`src/hw/rtl/mbd_pkg.sv`:
```
// Shared types, operation kinds and opcode tables for the MIPS block decoder.
`default_nettype none

package mbd_pkg;

  // Default limit on ops held in one block.
  localparam int MAX_OPS_DEF = 64;

  // Address bits below the page number.
  localparam int PAGE_BITS = 12;

  // Disposition of one incoming word.
  typedef enum logic [1:0] {
    ACT_APPEND   = 2'd0,
    ACT_SKIP     = 2'd1,
    ACT_WITHDRAW = 2'd2,
    ACT_IGNORE   = 2'd3
  } action_t;

  // Decoded operation kinds, numbered densely.
  typedef enum logic [6:0] {
    KIND_ADD, KIND_ADDU, KIND_SUB, KIND_SUBU, KIND_AND, KIND_OR, KIND_XOR, KIND_NOR,
    KIND_SLT, KIND_SLTU, KIND_DADDU, KIND_DSUBU, KIND_SLL, KIND_SRL, KIND_SRA,
    KIND_SLLV, KIND_SRLV, KIND_SRAV, KIND_DSLL, KIND_DSRL, KIND_DSRA, KIND_DSLL32,
    KIND_DSRL32, KIND_DSRA32, KIND_JR, KIND_JALR, KIND_MFHI, KIND_MFLO, KIND_MTHI,
    KIND_MTLO, KIND_MULT, KIND_MULTU, KIND_DIV, KIND_DIVU, KIND_NOP, KIND_BLTZ,
    KIND_BGEZ, KIND_BLTZL, KIND_BGEZL, KIND_BLTZAL, KIND_BGEZAL, KIND_MFC0,
    KIND_MTC0, KIND_DMFC0, KIND_DMTC0, KIND_J, KIND_JAL, KIND_ADDIU, KIND_ANDI,
    KIND_ORI, KIND_XORI, KIND_LUI, KIND_SLTI, KIND_SLTIU, KIND_DADDIU, KIND_BEQ,
    KIND_BNE, KIND_BLEZ, KIND_BGTZ, KIND_BEQL, KIND_BNEL, KIND_BLEZL, KIND_BGTZL,
    KIND_LB, KIND_LBU, KIND_LH, KIND_LHU, KIND_LW, KIND_LWU, KIND_LD, KIND_LWL,
    KIND_LWR, KIND_SB, KIND_SH, KIND_SW, KIND_SD, KIND_SWL, KIND_SWR, KIND_FPU,
    KIND_BC1L, KIND_BC1
  } op_kind_t;

  // Input word: one fetched instruction.
  typedef struct packed {
    logic        start_block;
    logic [31:0] word_address;
    logic [31:0] instr_word;
  } in_word_t;

  // Result word.
  typedef struct packed {
    logic [1:0]  action;
    logic [6:0]  op_kind;
    logic [4:0]  src_reg;
    logic [4:0]  tgt_reg;
    logic [4:0]  dst_reg;
    logic [4:0]  shift_amount;
    logic [15:0] immediate;
    logic [31:0] jump_target;
    logic        op_is_branch;
    logic        block_done;
    logic        block_ok;
    logic        ends_in_branch;
  } out_word_t;

  // Decoder result handed to the block tracker.
  typedef struct packed {
    logic        ok;
    logic        branch_op;
    op_kind_t    kind;
    logic [4:0]  rs;
    logic [4:0]  rt;
    logic [4:0]  rd;
    logic [4:0]  sa;
    logic [15:0] imm;
    logic [31:0] target;
  } dec_t;

  // SPECIAL function codes that are supported, one bit per code.
  localparam logic [63:0] FUNCT_OK = 64'hDD00_FCFF_0F0F_83DD;

  // Kind for each SPECIAL function code; unsupported codes hold a filler.
  localparam op_kind_t FUNCT_KIND [64] = '{
    KIND_SLL,   KIND_NOP,   KIND_SRL,   KIND_SRA,    KIND_SLLV,  KIND_NOP,   KIND_SRLV,  KIND_SRAV,
    KIND_JR,    KIND_JALR,  KIND_NOP,   KIND_NOP,    KIND_NOP,   KIND_NOP,   KIND_NOP,   KIND_NOP,
    KIND_MFHI,  KIND_MTHI,  KIND_MFLO,  KIND_MTLO,   KIND_NOP,   KIND_NOP,   KIND_NOP,   KIND_NOP,
    KIND_MULT,  KIND_MULTU, KIND_DIV,   KIND_DIVU,   KIND_NOP,   KIND_NOP,   KIND_NOP,   KIND_NOP,
    KIND_ADD,   KIND_ADDU,  KIND_SUB,   KIND_SUBU,   KIND_AND,   KIND_OR,    KIND_XOR,   KIND_NOR,
    KIND_NOP,   KIND_NOP,   KIND_SLT,   KIND_SLTU,   KIND_DADDU, KIND_DADDU, KIND_DSUBU, KIND_DSUBU,
    KIND_NOP,   KIND_NOP,   KIND_NOP,   KIND_NOP,    KIND_NOP,   KIND_NOP,   KIND_NOP,   KIND_NOP,
    KIND_DSLL,  KIND_NOP,   KIND_DSRL,  KIND_DSRA,   KIND_DSLL32, KIND_NOP,  KIND_DSRL32, KIND_DSRA32
  };

  // Plain immediate-format opcodes that are supported, one bit per opcode.
  localparam logic [63:0] ITYPE_OK = 64'h8080_CFFF_03F0_FFF0;

  // Kind for each immediate-format opcode; unsupported codes hold a filler.
  localparam op_kind_t ITYPE_KIND [64] = '{
    KIND_NOP,   KIND_NOP,   KIND_NOP,   KIND_NOP,    KIND_BEQ,   KIND_BNE,   KIND_BLEZ,  KIND_BGTZ,
    KIND_ADDIU, KIND_ADDIU, KIND_SLTI,  KIND_SLTIU,  KIND_ANDI,  KIND_ORI,   KIND_XORI,  KIND_LUI,
    KIND_NOP,   KIND_NOP,   KIND_NOP,   KIND_NOP,    KIND_BEQL,  KIND_BNEL,  KIND_BLEZL, KIND_BGTZL,
    KIND_DADDIU, KIND_DADDIU, KIND_NOP, KIND_NOP,    KIND_NOP,   KIND_NOP,   KIND_NOP,   KIND_NOP,
    KIND_LB,    KIND_LH,    KIND_LWL,   KIND_LW,     KIND_LBU,   KIND_LHU,   KIND_LWR,   KIND_LWU,
    KIND_SB,    KIND_SH,    KIND_SWL,   KIND_SW,     KIND_NOP,   KIND_NOP,   KIND_SWR,   KIND_NOP,
    KIND_NOP,   KIND_NOP,   KIND_NOP,   KIND_NOP,    KIND_NOP,   KIND_NOP,   KIND_NOP,   KIND_LD,
    KIND_NOP,   KIND_NOP,   KIND_NOP,   KIND_NOP,    KIND_NOP,   KIND_NOP,   KIND_NOP,   KIND_SD
  };

endpackage

`default_nettype wire

```
`src/hw/rtl/mbd_decode.sv`:
```
// Combinational decode of one MIPS instruction word into kind and fields.
`default_nettype none

module mbd_decode (
  input  wire logic [31:0]   instr_word,
  output mbd_pkg::dec_t      dec
);

  // Major opcodes with formats of their own.
  localparam logic [5:0] OPC_SPECIAL = 6'd0;
  localparam logic [5:0] OPC_REGIMM  = 6'd1;
  localparam logic [5:0] OPC_J       = 6'd2;
  localparam logic [5:0] OPC_JAL     = 6'd3;
  localparam logic [5:0] OPC_COP0    = 6'd16;
  localparam logic [5:0] OPC_COP1    = 6'd17;
  localparam logic [5:0] OPC_LWC1    = 6'd49;
  localparam logic [5:0] OPC_LDC1    = 6'd53;
  localparam logic [5:0] OPC_SWC1    = 6'd57;
  localparam logic [5:0] OPC_SDC1    = 6'd61;

  // REGIMM rt codes.
  localparam logic [4:0] RT_BLTZ   = 5'd0;
  localparam logic [4:0] RT_BGEZ   = 5'd1;
  localparam logic [4:0] RT_BLTZL  = 5'd2;
  localparam logic [4:0] RT_BGEZL  = 5'd3;
  localparam logic [4:0] RT_BLTZAL = 5'd16;
  localparam logic [4:0] RT_BGEZAL = 5'd17;

  // COP0 move codes in the rs field.
  localparam logic [4:0] RS_MF  = 5'd0;
  localparam logic [4:0] RS_DMF = 5'd1;
  localparam logic [4:0] RS_MT  = 5'd4;
  localparam logic [4:0] RS_DMT = 5'd5;

  // COP1 branch group and its likely variants.
  localparam logic [4:0] RS_BC   = 5'd8;
  localparam logic [4:0] RT_BCFL = 5'd2;
  localparam logic [4:0] RT_BCTL = 5'd3;

  logic [5:0] opc;
  logic [5:0] funct;
  logic [4:0] rs;
  logic [4:0] rt;
  logic [4:0] rd;
  logic [4:0] sa;

  // Support mask lookups.
  function automatic logic FUNCT_OK_BIT(input logic [5:0] code);
    return mbd_pkg::FUNCT_OK[code];
  endfunction

  function automatic logic ITYPE_OK_BIT(input logic [5:0] code);
    return mbd_pkg::ITYPE_OK[code];
  endfunction

  assign opc   = instr_word[31:26];
  assign rs    = instr_word[25:21];
  assign rt    = instr_word[20:16];
  assign rd    = instr_word[15:11];
  assign sa    = instr_word[10:6];
  assign funct = instr_word[5:0];

  // Format select and field extraction; unused fields stay zero.
  always_comb begin
    dec      = '0;
    dec.kind = mbd_pkg::KIND_NOP;
    unique case (opc) inside
      OPC_SPECIAL: begin
        dec.ok   = FUNCT_OK_BIT(funct);
        dec.kind = mbd_pkg::FUNCT_KIND[funct];
        dec.rs   = rs;
        dec.rt   = rt;
        dec.rd   = rd;
        dec.sa   = sa;
      end
      OPC_REGIMM: begin
        dec.ok  = 1'b1;
        dec.rs  = rs;
        dec.rt  = rt;
        dec.imm = instr_word[15:0];
        unique case (rt)
          RT_BLTZ:   dec.kind = mbd_pkg::KIND_BLTZ;
          RT_BGEZ:   dec.kind = mbd_pkg::KIND_BGEZ;
          RT_BLTZL:  dec.kind = mbd_pkg::KIND_BLTZL;
          RT_BGEZL:  dec.kind = mbd_pkg::KIND_BGEZL;
          RT_BLTZAL: dec.kind = mbd_pkg::KIND_BLTZAL;
          RT_BGEZAL: dec.kind = mbd_pkg::KIND_BGEZAL;
          default:   dec.ok   = 1'b0;
        endcase
      end
      OPC_J, OPC_JAL: begin
        dec.ok     = 1'b1;
        dec.kind   = (opc == OPC_J) ? mbd_pkg::KIND_J : mbd_pkg::KIND_JAL;
        dec.target = {6'd0, instr_word[25:0]};
      end
      OPC_COP0: begin
        dec.ok = 1'b1;
        dec.rt = rt;
        dec.rd = rd;
        unique case (rs)
          RS_MF:   dec.kind = mbd_pkg::KIND_MFC0;
          RS_MT:   dec.kind = mbd_pkg::KIND_MTC0;
          RS_DMF:  dec.kind = mbd_pkg::KIND_DMFC0;
          RS_DMT:  dec.kind = mbd_pkg::KIND_DMTC0;
          default: dec.ok   = 1'b0;
        endcase
      end
      OPC_COP1: begin
        dec.ok     = 1'b1;
        dec.target = instr_word;
        if (rs == RS_BC) begin
          dec.kind = (rt == RT_BCFL || rt == RT_BCTL) ? mbd_pkg::KIND_BC1L : mbd_pkg::KIND_BC1;
        end else begin
          dec.kind = mbd_pkg::KIND_FPU;
        end
      end
      OPC_LWC1, OPC_LDC1, OPC_SWC1, OPC_SDC1: begin
        dec.ok     = 1'b1;
        dec.kind   = mbd_pkg::KIND_FPU;
        dec.target = instr_word;
      end
      default: begin
        dec.ok   = ITYPE_OK_BIT(opc);
        dec.kind = mbd_pkg::ITYPE_KIND[opc];
        dec.rs   = rs;
        dec.rt   = rt;
        dec.imm  = instr_word[15:0];
      end
    endcase

    // Jumps and branches, which take a delay slot.
    dec.branch_op = dec.kind inside {mbd_pkg::KIND_JR, mbd_pkg::KIND_JALR,
                                     [mbd_pkg::KIND_BLTZ : mbd_pkg::KIND_BGEZAL],
                                     mbd_pkg::KIND_J, mbd_pkg::KIND_JAL,
                                     [mbd_pkg::KIND_BEQ : mbd_pkg::KIND_BGTZL],
                                     mbd_pkg::KIND_BC1L, mbd_pkg::KIND_BC1};
  end

endmodule

`default_nettype wire

```
`src/hw/rtl/mbd_tracker.sv`:
```
// Block bookkeeping: length, start page and delay slot, and the result word.
`default_nettype none

module mbd_tracker #(
  parameter int MAX_OPS = mbd_pkg::MAX_OPS_DEF
) (
  input  wire logic              clk,
  input  wire logic              rst_n,
  input  wire logic              step,
  input  wire mbd_pkg::in_word_t item,
  input  wire mbd_pkg::dec_t     dec,
  output mbd_pkg::out_word_t     result
);

  localparam int CW = $clog2(MAX_OPS + 1);
  localparam int PW = 32 - mbd_pkg::PAGE_BITS;

  logic          active_r, active_nxt;
  logic [CW-1:0] count_r, count_nxt;
  logic [PW-1:0] page_r, page_nxt;
  logic          branch_r, branch_nxt;

  logic          act_v;
  logic [CW-1:0] count_v;
  logic [PW-1:0] page_v;
  logic          branch_v;
  logic [PW-1:0] item_page;
  logic [CW-1:0] count_inc;
  logic [CW-1:0] count_dec;

  assign item_page = item.word_address[31:mbd_pkg::PAGE_BITS];

  // A start word clears the block state before the word is judged.
  assign act_v    = item.start_block | active_r;
  assign count_v  = item.start_block ? '0 : count_r;
  assign page_v   = item.start_block ? item_page : page_r;
  assign branch_v = item.start_block ? 1'b0 : branch_r;

  assign count_inc = count_v + CW'(1);
  assign count_dec = (count_v != '0) ? count_v - CW'(1) : count_v;

  // Word disposition and next block state.
  always_comb begin
    logic done;
    logic good;
    done       = 1'b0;
    good       = 1'b0;
    result     = '0;
    active_nxt = active_r;
    count_nxt  = count_r;
    page_nxt   = page_r;
    branch_nxt = branch_r;
    if (!act_v) begin
      result.action = mbd_pkg::ACT_IGNORE;
    end else begin
      active_nxt = 1'b1;
      count_nxt  = count_v;
      page_nxt   = page_v;
      branch_nxt = branch_v;
      if (branch_v) begin
        // Delay slot: always ends the block, no page check.
        done = 1'b1;
        if (dec.ok) begin
          result.action = mbd_pkg::ACT_APPEND;
          count_nxt     = count_inc;
          good          = 1'b1;
        end else begin
          result.action = mbd_pkg::ACT_WITHDRAW;
          count_nxt     = count_dec;
          branch_nxt    = 1'b0;
          good          = (count_dec != '0);
        end
      end else if (item_page != page_v || !dec.ok) begin
        result.action = mbd_pkg::ACT_SKIP;
        done          = 1'b1;
        good          = (count_v != '0);
      end else begin
        result.action = mbd_pkg::ACT_APPEND;
        count_nxt     = count_inc;
        if (dec.branch_op) begin
          branch_nxt = 1'b1;
        end
        if (count_inc >= CW'(MAX_OPS)) begin
          done = 1'b1;
          good = 1'b1;
        end
      end
      if (done) begin
        active_nxt = 1'b0;
      end
      if (result.action == mbd_pkg::ACT_APPEND) begin
        result.op_kind      = dec.kind;
        result.src_reg      = dec.rs;
        result.tgt_reg      = dec.rt;
        result.dst_reg      = dec.rd;
        result.shift_amount = dec.sa;
        result.immediate    = dec.imm;
        result.jump_target  = dec.target;
        result.op_is_branch = dec.branch_op;
      end
      result.block_done     = done;
      result.block_ok       = done & good;
      result.ends_in_branch = branch_nxt;
    end
  end

  // Block state advances once per word passed to the result register.
  always_ff @(posedge clk) begin
    if (!rst_n) begin
      active_r <= 1'b0;
      count_r  <= '0;
      page_r   <= '0;
      branch_r <= 1'b0;
    end else if (step) begin
      active_r <= active_nxt;
      count_r  <= count_nxt;
      page_r   <= page_nxt;
      branch_r <= branch_nxt;
    end
  end

endmodule

`default_nettype wire

```
`src/hw/rtl/mips_block_decoder.sv`:
```
// MIPS block decoder: input register, decode and block tracking, result register.
// Throughput: one word per cycle while out_stall is low; with the result register
// full and stalled, a new word still enters only if the input register is empty.
// The block state of each word depends on the words before it, held in flops.
// Reset (rst_n low, synchronous) empties both registers and closes any open block.
`default_nettype none

module mips_block_decoder #(
  parameter int MAX_OPS = mbd_pkg::MAX_OPS_DEF
) (
  input  wire logic              clk,
  input  wire logic              rst_n,
  input  wire logic              in_valid,
  output logic                   in_stall,
  input  wire mbd_pkg::in_word_t in_data,
  output logic                   out_valid,
  input  wire logic              out_stall,
  output mbd_pkg::out_word_t     out_data
);

  logic               s1_valid_r, s1_valid_nxt;
  mbd_pkg::in_word_t  s1_data_r;
  logic               out_valid_r, out_valid_nxt;
  mbd_pkg::out_word_t out_data_r;

  logic               s2_ready;
  logic               s1_load;
  logic               step;
  mbd_pkg::dec_t      dec;
  mbd_pkg::out_word_t result;

  // Handshake: the input register moves on whenever the result register frees up.
  assign s2_ready      = !out_valid_r || !out_stall;
  assign in_stall      = s1_valid_r && !s2_ready;
  assign s1_load       = in_valid && !in_stall;
  assign step          = s1_valid_r && s2_ready;
  assign s1_valid_nxt  = s1_load || (s1_valid_r && !step);
  assign out_valid_nxt = step || (out_valid_r && out_stall);

  mbd_decode u_decode (
    .instr_word (s1_data_r.instr_word),
    .dec        (dec)
  );

  mbd_tracker #(
    .MAX_OPS (MAX_OPS)
  ) u_tracker (
    .clk    (clk),
    .rst_n  (rst_n),
    .step   (step),
    .item   (s1_data_r),
    .dec    (dec),
    .result (result)
  );

  // Valid flags.
  always_ff @(posedge clk) begin
    if (!rst_n) begin
      s1_valid_r  <= 1'b0;
      out_valid_r <= 1'b0;
    end else begin
      s1_valid_r  <= s1_valid_nxt;
      out_valid_r <= out_valid_nxt;
    end
  end

  // Payload registers.
  always_ff @(posedge clk) begin
    if (s1_load) begin
      s1_data_r <= in_data;
    end
    if (step) begin
      out_data_r <= result;
    end
  end

  assign out_valid = out_valid_r;
  assign out_data  = out_data_r;

endmodule

`default_nettype wire
```
`config.mk`:
```
export PLATFORM = sky130hd
export DESIGN_NAME = mips_block_decoder
export DESIGN_NICKNAME = d
export VERILOG_FILES = /design/src/hw/rtl/mbd_pkg.sv /design/src/hw/rtl/mbd_decode.sv /design/src/hw/rtl/mbd_tracker.sv /design/src/hw/rtl/mips_block_decoder.sv
export SDC_FILE = /design/constraint.sdc
export NUM_CORES = 1
export LEC_CHECK = 0
export BUFFER_PORTS_ARGS = -buffer_cell sky130_fd_sc_hd__buf_2
export CORE_ASPECT_RATIO = 1.75
export CORE_MARGIN = 5
export CORE_UTILIZATION = 55
export CTS_CLUSTER_SIZE = 28
export DETAILED_ROUTE_END_ITERATION = 8
export PLACE_DENSITY = 0.79
export SETUP_SLACK_MARGIN = 0.02
export SYNTH_ARGS = -nofsm -noshare
export SYNTH_HDL_FRONTEND = slang
export SYNTH_SLANG_ARGS = --single-unit
```
`constraint.sdc`:
```
create_clock -name clk -period 5.4 [get_ports clk]
set_clock_uncertainty 0.1 [all_clocks]
set_input_delay 0.81 -clock clk [delete_from_list [all_inputs] [get_ports clk]]
set_output_delay 0.81 -clock clk [all_outputs]
set_load 0.1 [all_outputs]
```
==> key figures <==
Synthesis
  – Mux contribution to synthesized area: 0.0127
  – Simple-gate area share of the yosys netlist: 0.181
  – Synth top area share: 0.486
  – Synth Area in XOR/XNOR: 0.0339
  – Synthesized flop and latch total: around 170
  – Dominant cell type by area after synthesis: edfxtp_1
  – Ys async rst share: 0
  – Largest family of logic cells by synthesized area: simple AND/OR/NAND/NOR gates
  – Synth cell types: 75
  – Area share of fa/ha/maj cells after synthesis: 0.0227
  – Most frequent cell after synthesis: edfxtp_1
  – Top post-synthesis cells by area: edfxtp_1 49%, dfxtp_1 8.0%, nand2_1 3.8%, and3_1 3.3%, nor2_1 2.6%
  – Number of flops mapped to enable cells by yosys: 134
  – Synth Cell Area: 0.00827 mm^2
  – Syn_nets: 845
  – Mapped Cells: 761
  – Compound-gate portion of the synthesized area: 0.151
  – Sequential share of the synthesized area: 0.566
  – List of most frequent post-synthesis cells: 134 x edfxtp_1, 83 x nand2_1, 58 x nor2_1
  – Syn Area/Cell: ~11 um^2
  – Yosys warnings: 0
  – Ys flop type: edfxtp_1

Final layout
  – Fill count: roughly 1,200
  – Register area: 0.00468 mm^2
  – Area growth, synth to finish: 17.1%
  – Layout Nets: 968
  – Area of the multi-input gates: 0.00332 mm^2
  – Share of cells above drive strength 1: 0.230
  – # diodes: 0

CTS
  – Clock root buffer: clkbuf_16
  – Clk sinks: approximately 170
  – H-Tree Depth: 4
  – Later-pin clock latency in the skew report: 430 ps
  – Post_cts resized: 0
  – CTS clk-pin slew, worst paths: around 70 ps
  – CTS tree: done
  – CTS Hold Buffers Added: 0
  – Buffer count from post-CTS setup fixing: 0
  – CTS max path bufs: 2
  – CTS Buf Count: 17

Floorplan
  – Core area: 0.0148 mm^2
  – Rows: 59
  – Die width: between 100 and 150 um
  – Number of primary I/O pins: about 150
  – Die height: ~170 um
  – Full die area: approximately 0.018 mm^2
  – Starting Density: 0.558

Setup path
  – CP Cell Sequence: inv_1 -> ha_1 -> and2_0 -> o2bb2ai_2 -> buf_4 -> a21oi_1 -> a31oi_1 -> o21ai_1 -> nor2_2 -> nand2_1 -> nor2_1 -> and2_1
  – CP max stage delay: about 550 ps
  – Crit Path Class: flip-flop to flip-flop
  – Critical path peak fanout: 24
  – WP data arrival: roughly 4200 ps
  – Slowest-stage cell, CP: nor2_1
  – CP bufs+invs: 2
  – Critical Path Start Type: flip-flop
  – Worst Path Required: between 5000 and 6000 ps
  – Critical Path Sink Type: flip-flop
  – CP delay by family, top: simple AND/OR/NAND/NOR gates

Placement
  – Buffers added on ports: about 140
  – Hpwl dp: 13,700 um
  – Final Wtd Congestion: a little over 0.9
  – Post-Place Worst Slack: between 1500 and 2000 ps

Drt
  – Initial drt markers: roughly 370
  – 1st-pass router iterations: 4
  – Post-DR vias/cell: 5.83
  – Remaining DRCs: 0
  – Detailed Route WL: between 15,000 and 20,000 um
  – Final ANT Viol Nets: 0
  – Routed vias: between 6,000 and 7,000
  – Wire per inst: between 15 and 20 um

Global route
  – GRT Resource Usage Total: 0.216
  – Vias in the first global route: ~6,000
  – First-pass GRT wire length: ~30,000 um
  – Largest net degree at the start of global routing: 83
  – Grt ovf: 0
  – Antenna violations before repair: 0

Timing
  – Setup_tns: 0 ps
  – Max Fclk: ~250 MHz
  – Tightest Pin Transition: between 1000 and 1500 ps
  – Final period utilization: 0.735
  – RSZ-0062 raised after global routing: no
  – Slew HR: 0.303
  – Final setup viols: 0
  – Final Critical Period: between 3000 and 4000 ps
  – Final hold vios: 0
  – Final setup margin: 1430 ps
  – Pins over their slew limit: 0

Pwr
  – Internal cell power: roughly 2200 uW
  – Reg power frac: 0.461
  – Switching share of power: 0.323
  – Logic gate share of total power: 0.174
  – Clock network power share: 0.366
  – Worst VDD drop: 0.000228 V
  – Psw: 1060 uW
  – PwrDens: 338 mW/mm^2
  – Overall Power: 3280 uW
  – Pleak: 0.00378 uW

Flow run
  – Max Cap Viol: 0

Outcome
  – Status: complete, no violations

Min path
  – Worst Hold Class: flip-flop to flip-flop
tightest hold or removal path, stage by stage (launching register included):
cell	delay (ps)
dfxtp_1	320
nand2_1	50
a21boi_0	60
layout by cell type, fill, tap and decap left out, types with 6 or more instances in the layout:
master	netlist	routed
a221oi_1	7	7
dfxtp_1	33	33
edfxtp_1	134	134
nand3_1	11	11
xnor2_1	13	13
inv_1	20	18
nor3_1	24	24
and3_1	44	44
clkbuf_16	0	17
o21ai_0	32	32
a21boi_0	22	22
nor4_1	7	7
and2_1	26	26
a21oi_1	38	38
buf_4	0	9
o21ai_1	7	7
nor2b_1	10	10
mux2i_1	6	6
nand2_1	83	83
nor2_1	58	57
a31oi_1	7	7
nand2b_1	6	6
xor2_1	19	19
ha_1	15	15
buf_2	10	139
power by group through the flow:
stage,sequential [uW],combinational [uW],clock (uW)
3_3_place_gp,1540,561,0
2_1_floorplan,1770,221,0
4_1_cts,1510,570,1220
3_5_place_dp,1540,568,0
6_report,1510,569,1200
5_1_grt,1520,604,1280
path summary, 6_finish.rpt:
kind / cells past startpoint / endpoint / slack (ps) / startpoint
max: 12 / out_data[40] / 1430 / s1_data_r[27]
min: 2 / u_tracker.page_r[15] / 380 / u_tracker.page_r[15]
max reg2reg: 12 / out_data[40] / 1430 / s1_data_r[27]
min reg2reg: 2 / u_tracker.page_r[15] / 380 / u_tracker.page_r[15]
layout make-up:
type                            instances  share of cell area
Clock buffer                           17              0.0439
Timing Repair Buffer                  148              0.0788
Tap cell                              183              0.0236
Sequential cell                       167               0.483
Inverter                               24             0.00943
Clock inverter                         15              0.0186
Multi-Input combinational cell        526               0.342
metal layers:
metal | wire length, um | vias up | GRT usage
li1 | - | 3042 | -
met1 | 6710 | 2952 | 0.226
met2 | 10100 | 244 | 0.398
met3 | 1120 | 61 | 0.0384
met4 | 863 | 0 | 0.120
met5 | 0 | - | 0
per-stage QoR:
step           utilization  cells  hold slack [ps]  instance area, um^2
6_report             0.653   1080              375                 9690
5_1_grt              0.653   1080              418                 9690
4_1_cts              0.653   1080              380                 9690
3_5_place_dp         0.612   1048              370                 9080
3_3_place_gp         0.612   1048              362                 9080
2_1_floorplan            -    761              355                 8270
state kept, by name, summed over array words and instances, names as in the netlist, named ones only:
name                flops
out_data               81
s1_data_r              53
u_tracker.page_r       20
u_tracker.count_r       7
out_valid               1
s1_valid_r              1
u_tracker.active_r      1
u_tracker.branch_r      1
cells by family (layout without fill, tap and decap cells):
| group | Yosys count | after routing |
|---|---|---|
| buffers and inverters | 68 | 204 |
| xor gates and xnor gates | 32 | 32 |
| DFF | 167 | 167 |
| adders and majority gates | 15 | 15 |
| and+or+nand+nor | 294 | 294 |
| AOI/OAI and AO/OA | 175 | 175 |
| muxes | 10 | 10 |
No activity file was read; power rests on OpenSTA's default activity.
